$ cat src/uart_rfg_pkg.sv
// Shared types, codes and reset constants for the UART receive ring frame gatherer.
package uart_rfg_pkg;

    localparam int RING_DEPTH_DEF = 32;

    localparam int BYTE_W  = 8;
    localparam int KIND_W  = 2;
    localparam int LEN_W   = 16;
    localparam int CAUSE_W = 2;
    localparam int CFG_IDX_W = 2;

    localparam logic [BYTE_W-1:0] TERM_RST     = 8'd0;
    localparam logic [BYTE_W-1:0] MIN_LEN_RST  = 8'd6;
    localparam logic [BYTE_W-1:0] IDLE_LIM_RST = 8'd20;

    typedef enum logic [KIND_W-1:0] {
        KIND_BYTE  = 2'd0,
        KIND_TICK  = 2'd1,
        KIND_START = 2'd2,
        KIND_FLUSH = 2'd3
    } kind_t;

    typedef enum logic [CAUSE_W-1:0] {
        CAUSE_TERM   = 2'd0,
        CAUSE_IDLE   = 2'd1,
        CAUSE_BUDGET = 2'd2
    } cause_t;

    localparam logic [CFG_IDX_W-1:0] CFG_TERMINATOR = 2'd0;
    localparam logic [CFG_IDX_W-1:0] CFG_MIN_LEN    = 2'd1;
    localparam logic [CFG_IDX_W-1:0] CFG_IDLE_LIMIT = 2'd2;

    typedef enum logic [2:0] {
        ST_IDLE  = 3'b001,
        ST_FETCH = 3'b010,
        ST_CALC  = 3'b100
    } state_t;

endpackage

$ cat src/uart_rx_ring_frame_gatherer_core.sv
// UART receive byte ring with a read session framer on idle gap, terminator and budget.
//
//   channel   direction   handshake            payload
//   s_        in          s_valid / s_ready    s_kind, s_rx_data, s_max_len, s_time_budget
//   m_        out         m_valid / m_ready    m_data .. m_byte_count, one word per result
//   cfg_      in          cfg_we               cfg_index, cfg_wdata
//
// A word that causes no result is handled in the idle state; a wait tick that ends the
// session issues its result from the calc state. Each byte drained from the ring
// goes through the fetch state (ring memory read) and the calc state (result register).
// Reset is synchronous and needs no clearing pass. s_ready is low while a word is
// at work, and a stalled m_ready holds the block in its result stage.
module uart_rx_ring_frame_gatherer_core #(
    parameter int RING_DEPTH = uart_rfg_pkg::RING_DEPTH_DEF
) (
    input  logic                                 aclk,
    input  logic                                 aresetn,
    input  logic                                 cfg_we,
    input  logic [uart_rfg_pkg::CFG_IDX_W-1:0]   cfg_index,
    input  logic [uart_rfg_pkg::BYTE_W-1:0]      cfg_wdata,
    input  logic                                 s_valid,
    output logic                                 s_ready,
    input  logic [uart_rfg_pkg::KIND_W-1:0]      s_kind,
    input  logic [uart_rfg_pkg::BYTE_W-1:0]      s_rx_data,
    input  logic [uart_rfg_pkg::LEN_W-1:0]       s_max_len,
    input  logic [uart_rfg_pkg::LEN_W-1:0]       s_time_budget,
    output logic                                 m_valid,
    input  logic                                 m_ready,
    output logic [uart_rfg_pkg::BYTE_W-1:0]      m_data,
    output logic                                 m_has_data,
    output logic                                 m_stored,
    output logic [uart_rfg_pkg::LEN_W-1:0]       m_position,
    output logic                                 m_done_res,
    output logic [uart_rfg_pkg::CAUSE_W-1:0]     m_end_cause,
    output logic [uart_rfg_pkg::LEN_W-1:0]       m_byte_count
);
    import uart_rfg_pkg::*;

    localparam int IDX_W = $clog2(RING_DEPTH);
    localparam logic [IDX_W-1:0] IDX_LAST = IDX_W'(RING_DEPTH - 1);

    logic [BYTE_W-1:0] ring_mem [RING_DEPTH];
    logic [BYTE_W-1:0] rd_data_reg;

    state_t            state_reg, state_next;
    logic [IDX_W-1:0]  wr_idx_reg, wr_idx_next;
    logic [IDX_W-1:0]  rd_idx_reg, rd_idx_next;
    logic              active_reg, active_next;
    logic [LEN_W-1:0]  stored_reg, stored_next;
    logic [LEN_W-1:0]  budget_reg, budget_next;
    logic [BYTE_W-1:0] idle_reg, idle_next;
    logic [LEN_W-1:0]  limit_reg, limit_next;
    logic [BYTE_W-1:0] term_reg, min_len_reg, idle_lim_reg;
    logic              tick_pend_reg, tick_pend_next;
    cause_t            tick_cause_reg, tick_cause_next;

    logic              m_valid_reg, m_valid_next;
    logic [BYTE_W-1:0] m_data_reg, m_data_next;
    logic              m_has_data_reg, m_has_data_next;
    logic              m_stored_reg, m_stored_next;
    logic [LEN_W-1:0]  m_position_reg, m_position_next;
    logic              m_done_reg, m_done_next;
    cause_t            m_cause_reg, m_cause_next;
    logic [LEN_W-1:0]  m_count_reg, m_count_next;

    logic              accept;
    logic              push;
    logic              out_free;
    logic [IDX_W-1:0]  wr_inc, rd_inc;
    logic [BYTE_W:0]   idle_inc;
    logic [LEN_W-1:0]  budget_dec;
    logic              fits;
    logic [LEN_W-1:0]  stored_after;
    logic              term_hit;

    assign accept   = s_valid && s_ready;
    assign s_ready  = (state_reg == ST_IDLE);
    assign out_free = !m_valid_reg || m_ready;
    assign wr_inc   = (wr_idx_reg == IDX_LAST) ? '0 : wr_idx_reg + 1'b1;
    assign rd_inc   = (rd_idx_reg == IDX_LAST) ? '0 : rd_idx_reg + 1'b1;
    assign push     = accept && (kind_t'(s_kind) == KIND_BYTE) && (wr_inc != rd_idx_reg);

    assign idle_inc     = {1'b0, idle_reg} + 1'b1;
    assign budget_dec   = (budget_reg != '0) ? budget_reg - 1'b1 : '0;
    assign fits         = stored_reg < limit_reg;
    assign stored_after = fits ? stored_reg + 1'b1 : stored_reg;
    assign term_hit     = (rd_data_reg == term_reg)
                          && (stored_after >= {{(LEN_W-BYTE_W){1'b0}}, min_len_reg});

    always_ff @(posedge aclk) begin
        if (push) begin
            ring_mem[wr_idx_reg] <= s_rx_data;
        end
        rd_data_reg <= ring_mem[rd_idx_reg];
    end

    always_comb begin
        state_next      = state_reg;
        wr_idx_next     = wr_idx_reg;
        rd_idx_next     = rd_idx_reg;
        active_next     = active_reg;
        stored_next     = stored_reg;
        budget_next     = budget_reg;
        idle_next       = idle_reg;
        limit_next      = limit_reg;
        tick_pend_next  = tick_pend_reg;
        tick_cause_next = tick_cause_reg;
        m_valid_next    = m_valid_reg && !m_ready;
        m_data_next     = m_data_reg;
        m_has_data_next = m_has_data_reg;
        m_stored_next   = m_stored_reg;
        m_position_next = m_position_reg;
        m_done_next     = m_done_reg;
        m_cause_next    = m_cause_reg;
        m_count_next    = m_count_reg;

        unique case (state_reg)
            ST_IDLE: begin
                if (accept) begin
                    unique case (kind_t'(s_kind))
                        KIND_BYTE: begin
                            if (push) begin
                                wr_idx_next = wr_inc;
                            end
                            if (active_reg && (wr_idx_next != rd_idx_reg)) begin
                                state_next = ST_FETCH;
                            end
                        end
                        KIND_TICK: begin
                            if (active_reg) begin
                                if ((stored_reg != '0)
                                    && (idle_inc >= {1'b0, idle_lim_reg})) begin
                                    idle_next       = idle_inc[BYTE_W-1:0];
                                    active_next     = 1'b0;
                                    tick_pend_next  = 1'b1;
                                    tick_cause_next = CAUSE_IDLE;
                                    state_next      = ST_CALC;
                                end else begin
                                    if (stored_reg != '0) begin
                                        idle_next = idle_inc[BYTE_W-1:0];
                                    end
                                    budget_next = budget_dec;
                                    if (budget_dec == '0) begin
                                        active_next     = 1'b0;
                                        tick_pend_next  = 1'b1;
                                        tick_cause_next = CAUSE_BUDGET;
                                        state_next      = ST_CALC;
                                    end
                                end
                            end
                        end
                        KIND_START: begin
                            active_next = 1'b1;
                            stored_next = '0;
                            idle_next   = '0;
                            limit_next  = s_max_len;
                            budget_next = (s_time_budget == '0) ? LEN_W'(1) : s_time_budget;
                            if (wr_idx_reg != rd_idx_reg) begin
                                state_next = ST_FETCH;
                            end
                        end
                        KIND_FLUSH: begin
                            rd_idx_next = wr_idx_reg;
                        end
                    endcase
                end
            end
            ST_FETCH: begin
                state_next = ST_CALC;
            end
            ST_CALC: begin
                if (out_free) begin
                    m_valid_next = 1'b1;
                    m_count_next = stored_reg;
                    if (tick_pend_reg) begin
                        tick_pend_next  = 1'b0;
                        m_data_next     = '0;
                        m_has_data_next = 1'b0;
                        m_stored_next   = 1'b0;
                        m_position_next = '0;
                        m_done_next     = 1'b1;
                        m_cause_next    = tick_cause_reg;
                        state_next      = ST_IDLE;
                    end else begin
                        rd_idx_next     = rd_inc;
                        stored_next     = stored_after;
                        idle_next       = '0;
                        active_next     = !term_hit;
                        m_data_next     = rd_data_reg;
                        m_has_data_next = 1'b1;
                        m_stored_next   = fits;
                        m_position_next = fits ? stored_reg : '0;
                        m_done_next     = term_hit;
                        m_cause_next    = CAUSE_TERM;
                        m_count_next    = stored_after;
                        if (!term_hit && (rd_inc != wr_idx_reg)) begin
                            state_next = ST_FETCH;
                        end else begin
                            state_next = ST_IDLE;
                        end
                    end
                end
            end
            default: begin
                state_next = ST_IDLE;
            end
        endcase
    end

    always_ff @(posedge aclk) begin
        if (!aresetn) begin
            state_reg     <= ST_IDLE;
            wr_idx_reg    <= '0;
            rd_idx_reg    <= '0;
            active_reg    <= 1'b0;
            stored_reg    <= '0;
            budget_reg    <= '0;
            idle_reg      <= '0;
            limit_reg     <= '0;
            tick_pend_reg <= 1'b0;
            m_valid_reg   <= 1'b0;
            term_reg      <= TERM_RST;
            min_len_reg   <= MIN_LEN_RST;
            idle_lim_reg  <= IDLE_LIM_RST;
        end else begin
            state_reg     <= state_next;
            wr_idx_reg    <= wr_idx_next;
            rd_idx_reg    <= rd_idx_next;
            active_reg    <= active_next;
            stored_reg    <= stored_next;
            budget_reg    <= budget_next;
            idle_reg      <= idle_next;
            limit_reg     <= limit_next;
            tick_pend_reg <= tick_pend_next;
            m_valid_reg   <= m_valid_next;
            if (cfg_we) begin
                unique case (cfg_index)
                    CFG_TERMINATOR: term_reg     <= cfg_wdata;
                    CFG_MIN_LEN:    min_len_reg  <= cfg_wdata;
                    CFG_IDLE_LIMIT: idle_lim_reg <= cfg_wdata;
                    default: ;
                endcase
            end
        end
    end

    always_ff @(posedge aclk) begin
        tick_cause_reg <= tick_cause_next;
        m_data_reg     <= m_data_next;
        m_has_data_reg <= m_has_data_next;
        m_stored_reg   <= m_stored_next;
        m_position_reg <= m_position_next;
        m_done_reg     <= m_done_next;
        m_cause_reg    <= m_cause_next;
        m_count_reg    <= m_count_next;
    end

    assign m_valid      = m_valid_reg;
    assign m_data       = m_data_reg;
    assign m_has_data   = m_has_data_reg;
    assign m_stored     = m_stored_reg;
    assign m_position   = m_position_reg;
    assign m_done_res   = m_done_reg;
    assign m_end_cause  = m_cause_reg;
    assign m_byte_count = m_count_reg;

    // The fetch state is never entered while the ring is empty.
    assert property (@(posedge aclk) disable iff (!aresetn)
        (state_reg == ST_FETCH) |-> (rd_idx_reg != wr_idx_reg))
        else $error("ring read while empty");

    // A byte is only drained inside an active session.
    assert property (@(posedge aclk) disable iff (!aresetn)
        (state_reg == ST_CALC && !tick_pend_reg) |-> active_reg)
        else $error("drain outside a session");

    // A result without a byte always closes the session.
    assert property (@(posedge aclk) disable iff (!aresetn)
        (m_valid && !m_has_data) |-> (m_done_res && !m_stored))
        else $error("tick word without session end");

    // A stored byte goes to the slot just below the updated count.
    assert property (@(posedge aclk) disable iff (!aresetn)
        (m_valid && m_stored) |-> (m_byte_count == m_position + 1'b1))
        else $error("stored position does not match count");

endmodule
$ cat config.mk
export PLATFORM = sky130hd
export DESIGN_NAME = uart_rx_ring_frame_gatherer_core
export DESIGN_NICKNAME = d
export VERILOG_FILES = /design/src/uart_rfg_pkg.sv /design/src/uart_rx_ring_frame_gatherer_core.sv
export SDC_FILE = /design/constraint.sdc
export NUM_CORES = 1
export LEC_CHECK = 0
export ABC_AREA = 1
export BUFFER_PORTS_ARGS = -buffer_cell sky130_fd_sc_hd__buf_4
export CAP_MARGIN = 10
export CORE_MARGIN = 3
export CORE_UTILIZATION = 35
export CTS_CLUSTER_SIZE = 16
export DETAILED_ROUTE_END_ITERATION = 8
export GPL_ROUTABILITY_DRIVEN = 0
export PLACE_DENSITY = 0.61
export SYNTH_ARGS = -nofsm -noshare
export SYNTH_HDL_FRONTEND = slang
export SYNTH_SLANG_ARGS = --single-unit
$ cat constraint.sdc
create_clock -name aclk -period 3.1 [get_ports aclk]
set_input_delay 0.465 -clock aclk [delete_from_list [all_inputs] [get_ports aclk]]
set_output_delay 0.465 -clock aclk [all_outputs]
set_load 0.01 [all_outputs]
======== Word level (Yosys, flattened, before mapping) ========
Memory sizes are Yosys's and may differ from the RTL's. A register that Yosys moved wholly into a read port is not among the register bits.
Index checks and enable logic that the tools add are counted.
storage, ports and cells
  output and inout bits ................... 47
  memories ................................ 1
  bits of input ports ..................... 57
  logic and storage cells ................. 161
  RAM bits ................................ 256
  register bits ........................... 143
cells by class
  magnitude comparators ................... 3
  muxes and demuxes ....................... 62
  bitwise gates (word level) .............. 1
  reduce and logical (&&, ||, !) cells .... 36
  eq/ne operators ......................... 32
  $add $sub $neg .......................... 5
memory list
  memory    words  width  read ports  clocked after memory_dff  write ports  RTL line                                text
  ring_mem  32     8      1           1                         1            uart_rx_ring_frame_gatherer_core.sv:42  logic [BYTE_W-1:0] ring_mem [RING_DEPTH];
operators by type and width
  kind                                                                   count
  16-bit 2-to-1 mux                                                      9
  16-bit case mux with 2 select lines                                    2
  5-bit 2-to-1 mux                                                       10
  8-bit 2-to-1 mux                                                       6
  16-bit zero test                                                       2
  8-bit case mux with 2 select lines                                     2
  16-bit nonzero test                                                    2
  3-bit 2-to-1 mux                                                       7
  5-bit != test                                                          4
  5-bit AND reduction                                                    4
  3-bit case mux with 3 select lines                                     2
  1-bit 2-to-1 mux                                                       17
  16-bit by 1-bit adder with 16-bit output (second input constant)       1
  16-bit by 8-bit >= comparator with 1-bit output                        1
  16-bit < comparator                                                    1
  16-bit by 1-bit subtractor with 16-bit output (second input constant)  1
  7-bit AND reduction                                                    2
  5-bit by 1-bit adder with 5-bit output (second input constant)         2
  5-bit == test (second input constant)                                  2
  2-bit by 1-bit != test with 1-bit output (second input constant)       5
  5-bit case mux with 2 select lines                                     1
  8-bit by 1-bit adder with 9-bit output (second input constant)         1
  9-bit by 8-bit >= comparator with 1-bit output                         1
  8-bit == test                                                          1
  24 further kinds                                                       53

======== Longest topological paths before layout ========
  depth in word-level cells ............... 14
  mapped depth ............................ 30
  mapped depth without buffers ............ 30

======== Least setup slack after synthesis ========
Ideal clock, no wire load.
  path kind ............................... reg2reg
  start point ............................. register stored_reg[15]
  end point ............................... register state_reg[0]
  stages on the path, launching flop included .. 27
  buffers on the path ..................... 1
  required time ........................... 2.977 ns
  setup time .............................. 0.123 ns
  arrival time ............................ 2.858 ns
  setup slack ............................. 0.120 ns
  clock period less this slack ............ 2.980 ns
  cell sequence ........................... dfxtp_1 ha_1 nand2_1 inv_1 nand3_1 nor3_1 nand2_4 nand2_4 buf_6 xor2_1 ha_1 o21ai_0 nand2_1 nand2_1 nand2_1 nand2_1 nand2_1 nand2_1 a21oi_1 nor3_2 nand3_2 nand2_2 nand2_2 nand2_1 nand2_1 nand2_1 nand3_1
on the way
  longest elaborated chain between the ends .. 10
  elaborated cells on any way between the ends .. 19
  classes of those cells .................. add/sub (1); order compare (2); eq/ne (1); mux (9); reduce/logical (6)
RTL lines
  item                                                                                    RTL line                                                                        text
  from (decl)                                                                             uart_rx_ring_frame_gatherer_core.sv:49                                          logic [LEN_W-1:0] stored_reg, stored_next;
  from (signal assigned)                                                                  uart_rx_ring_frame_gatherer_core.sv:230                                         stored_reg <= stored_next;
  16-bit by 1-bit adder with 16-bit output / 16-bit < comparator (equally long branches)  uart_rx_ring_frame_gatherer_core.sv:86, uart_rx_ring_frame_gatherer_core.sv:85
  16-bit 2-to-1 mux                                                                       uart_rx_ring_frame_gatherer_core.sv:86                                          assign stored_after = fits ? stored_reg + 1'b1 : stored_reg;
  16-bit by 8-bit >= comparator with 1-bit output                                         uart_rx_ring_frame_gatherer_core.sv:88                                          && (stored_after >= {{(LEN_W-BYTE_W){1'b0}}, min_len_reg});
  1-bit logical AND                                                                       uart_rx_ring_frame_gatherer_core.sv:88
  1-bit zero test                                                                         uart_rx_ring_frame_gatherer_core.sv:196                                         if (!term_hit && (rd_inc != wr_idx_reg)) begin
  1-bit logical AND                                                                       uart_rx_ring_frame_gatherer_core.sv:196
  2-bit 2-to-1 mux                                                                        uart_rx_ring_frame_gatherer_core.sv:196
  2-bit 2-to-1 mux                                                                        uart_rx_ring_frame_gatherer_core.sv:175                                         if (tick_pend_reg) begin
  3-bit 2-to-1 mux                                                                        uart_rx_ring_frame_gatherer_core.sv:172                                         if (out_free) begin
  3-bit case mux with 3 select lines                                                      uart_rx_ring_frame_gatherer_core.sv:117                                         unique case (state_reg)
  to (signal assigned)                                                                    uart_rx_ring_frame_gatherer_core.sv:226                                         state_reg <= state_next;
  to (decl)                                                                               uart_rx_ring_frame_gatherer_core.sv:45                                          state_t state_reg, state_next;
Parallel ways exist; a longest one is shown, timed or not. The select of a mux whose other input is x is not followed.
A chain may end at the register's enable or synchronous reset.

======== Worst setup path after layout ========
  start point ............................. register limit_reg[5]
  end point ............................... register state_reg[0]
on the way
  longest elaborated chain between the ends .. 10
RTL lines
  item                                             RTL line                                 text
  from (decl)                                      uart_rx_ring_frame_gatherer_core.sv:52   logic [LEN_W-1:0] limit_reg, limit_next;
  from (signal assigned)                           uart_rx_ring_frame_gatherer_core.sv:233  limit_reg <= limit_next;
  16-bit < comparator                              uart_rx_ring_frame_gatherer_core.sv:85   assign fits = stored_reg < limit_reg;
  16-bit 2-to-1 mux                                uart_rx_ring_frame_gatherer_core.sv:86
  16-bit by 8-bit >= comparator with 1-bit output  uart_rx_ring_frame_gatherer_core.sv:88
  1-bit logical AND                                uart_rx_ring_frame_gatherer_core.sv:88
  1-bit zero test                                  uart_rx_ring_frame_gatherer_core.sv:196
  1-bit logical AND                                uart_rx_ring_frame_gatherer_core.sv:196
  2-bit 2-to-1 mux                                 uart_rx_ring_frame_gatherer_core.sv:196
  2-bit 2-to-1 mux                                 uart_rx_ring_frame_gatherer_core.sv:175
  3-bit 2-to-1 mux                                 uart_rx_ring_frame_gatherer_core.sv:172
  3-bit case mux with 3 select lines               uart_rx_ring_frame_gatherer_core.sv:117
No other way between the ends. The select of a mux whose other input is x is not followed.

==> metrics <==
Antenna Cells 0; core area approximately 52000 sq um; initial antenna violation count 0; arrival time worst endpoint 3550 ps; Syn Area/Cell ~10 sq um; die height approximately 240 um; non-filler cells, final 2694; top-area cell type share of the netlist area 49.50%; initial core utilization 35.61%; Syn Nets approximately 1900; Port Buffer Count 103; root buf cell clkbuf_16; Reg power frac 39.6%; Clk network pwr share about 34%; static leakage 8.112 nW; placed insts 2603; peak supply drop 0.0004439 V; crit path time final 3115 ps; die width 235.2 um; CTS tree done; overall routing resource usage 17.23%; FMAX 0.3211 GHz; Synth warnings 0; Int Pwr ~11 mW; relative slew slack 35.90%; largest net degree at the start of global routing roughly 110; # IOs around 100; Startpoint Class flop; Area Growth Syn to Fin 19.86%; Setup Skew 28.74 ps; Routed Antenna Nets 0; Comb pwr share 26.7%; Netlist cell types 48; clock tree buffer depth 3; Setup CP Type reg2reg; net switching power 5.267 mW; drt via density ~5.2; share of cells above drive strength 1 16.83%; Crit path required time 3540 ps; CTS Buf Count 46; vias in the first global route approximately 14000; synthesized area 18380 sq um; sw frac 32.83%; Final Setup Violations 2; failing checks setup timing; Skew-Pair Late Insertion Delay 590 ps; initial detailed-routing violation count 1281; num rows 83; Synth Register Bits 407; clock-pin transition on the worst setup and hold timing paths 60 ps; RSZ-0062 raised after global routing true; Tightest Pin Transition 954.2 ps; DR WL/cell 18.19 um; final HPWL from detailed placement 31860 um; CTS Hold Bufs 0; Largest register FFs 256; Tcrit/Tclk final 100.5%; Sink Count about 410; Hold Startpoint cfg_wdata[4]; Async SR Flop Fraction 0%; Max-Cap Viols 0; min-delay worst type in2reg; Area contributors post-synth edfxtp_1, dfxtp_1, nor2_1; fin util 42.69%; ys flop type edfxtp_1; Setup crit end kind flop; DRC 0; final hold viol count 0; worst-path maximum fanout 5; Slew Limit Fails 0; Final WS setup -14.64 ps; DRT Wirelength 49010 um; run status finished, violations left; Cell Pwr Density ~730 nW/um^2; dpl cell area 20300 sq um; register area share after synthesis 60.83%; Post-synth EDFFs around 300; Reg2Reg Launch Point limit_reg[5]; total grt overflow 0; crit path launch limit_reg[5]; worst slack, placed -142.9 ps; final net count roughly 2100; Design Area, Final between 20000 and 25000 sq um; Synth area leader edfxtp_1; Top reg by flops ring_mem; CTS H-tree lvls 2; first-pass GRT wire length 76500 um; via count 14120; die area between 50000 and 60000 sq um; cells after synthesis around 1800; Initial DRT Pass Iterations 6
power by group through the flow:
stage	combinational, mW	clock (mW)	sequential, mW
after floorplan	2.82	0	6.42
after global placement	4.01	0	6.46
after detailed placement	4.09	0	6.47
after CTS	4.11	5.53	6.36
after global routing	4.79	5.77	6.39
final	4.28	5.40	6.36
path summary, 6_finish.rpt:
| kind | to | slack (ps) | cells past startpoint |
|---|---|---|---|
| max | state_reg[0] | -10 | 26 |
| min | idle_lim_reg[4] | 160 | 3 |
| max reg2reg | state_reg[0] | -10 | 26 |
| min reg2reg | limit_reg[1] | 460 | 2 |
critical path, cell delays in order, from the launching register on:
cell     delay [ps]
dfxtp_1         300
inv_1            50
ha_1            280
a21oi_1         130
nor2_1           70
nor3_2          130
nand2_2          90
nand2_4         100
nand2_8          80
xor2_2          200
ha_1            310
o21ai_1         140
nand2_1          70
nand2_1          50
nand2_1          50
nand2_1          50
nand2_1          50
nand2_1          70
a21oi_2          60
nor3_2          200
nand3_2         120
nand2_2          90
nand2_2          70
nand2_1          70
nand2_1          40
nand2_1          50
nand3_1          50
per-layer routing:
| metal | GRT usage [%] | up-vias | share of wire (%) |
|---|---|---|---|
| met4 | 6.084 | 0 | 2.7 |
| met3 | 2.741 | 99 | 6.0 |
| li1 | - | 6710 | - |
| met1 | 22.84 | 6833 | 43 |
| met5 | 0 | - | 0 |
| met2 | 28.71 | 478 | 48 |
layout by cell type (no fill, tap or decap), types with 8 or more instances in the layout:
cell type and count:
ha_1 40, inv_2 15, nor2_1 291, o22ai_1 16, clkbuf_1 10, o21ai_0 212
xnor2_1 13, a31oi_1 12, xor2_1 25, dfxtp_1 97, o211ai_1 8, nand4_1 9
o221ai_1 49, nand3_1 91, clkbuf_16 47, clkinv_1 10, edfxtp_1 303, buf_4 187
a21oi_1 101, nand2_2 10, inv_1 126, nand2_1 217, nor4_1 8, nor3_1 10
cells by family (layout without fill, tap and decap cells):
kind of cell / count (synthesis) / in the layout / share of synthesized area, %
and+or+nand+nor: 670 / 670 / 15.63
AOI/OAI and AO/OA: 431 / 431 / 13.46
DFF: 407 / 407 / 60.83
buffers and inverters: 236 / 421 / 5.098
adders and majority gates: 46 / 46 / 3.131
xor gates and xnor gates: 39 / 39 / 1.858
stage by stage:
step           hold WS, ps  power [mW]  TNS (ps)
4_1_cts              120.7       15.99         0
5_1_grt              142.7       16.95    -618.3
3_5_place_dp         456.4       10.55    -290.8
6_report             159.2       16.04    -24.78
2_1_floorplan        433.1       9.239         0
3_3_place_gp         445.1       10.48         0
what timing repair did:
action / 4_1_cts / 5_1_grt
endpoints found under the hold margin: 0 / 0
gates cloned: 0 / 0
pin swaps: 1 / 16
gates resized for setup: 2 / 38
setup buffers: 0 / 8
setup endpoints to repair: 4 / 16
cells in the mapped netlist, types with 16 or more instances:
cell	n
edfxtp_1	303
nor2_1	292
nand2_1	219
o21ai_0	216
inv_1	131
a21oi_1	106
dfxtp_1	104
nand3_1	92
clkbuf_1	67
o221ai_1	49
ha_1	46
xor2_1	26
o22ai_1	16
layout make-up:
cell class / count / area, sq um
Clock buffer: 58 / 1227
Sequential cell: 407 / 11190
Inverter: 145 / 550.5
Multi-Input combinational cell: 1186 / 6422
Tap cell: 680 / 850.8
Clock inverter: 26 / 285.3
Fill cell: 4853 / 29580
Timing Repair Buffer: 192 / 1504
Note: power is estimated with default switching activity, not from simulation.
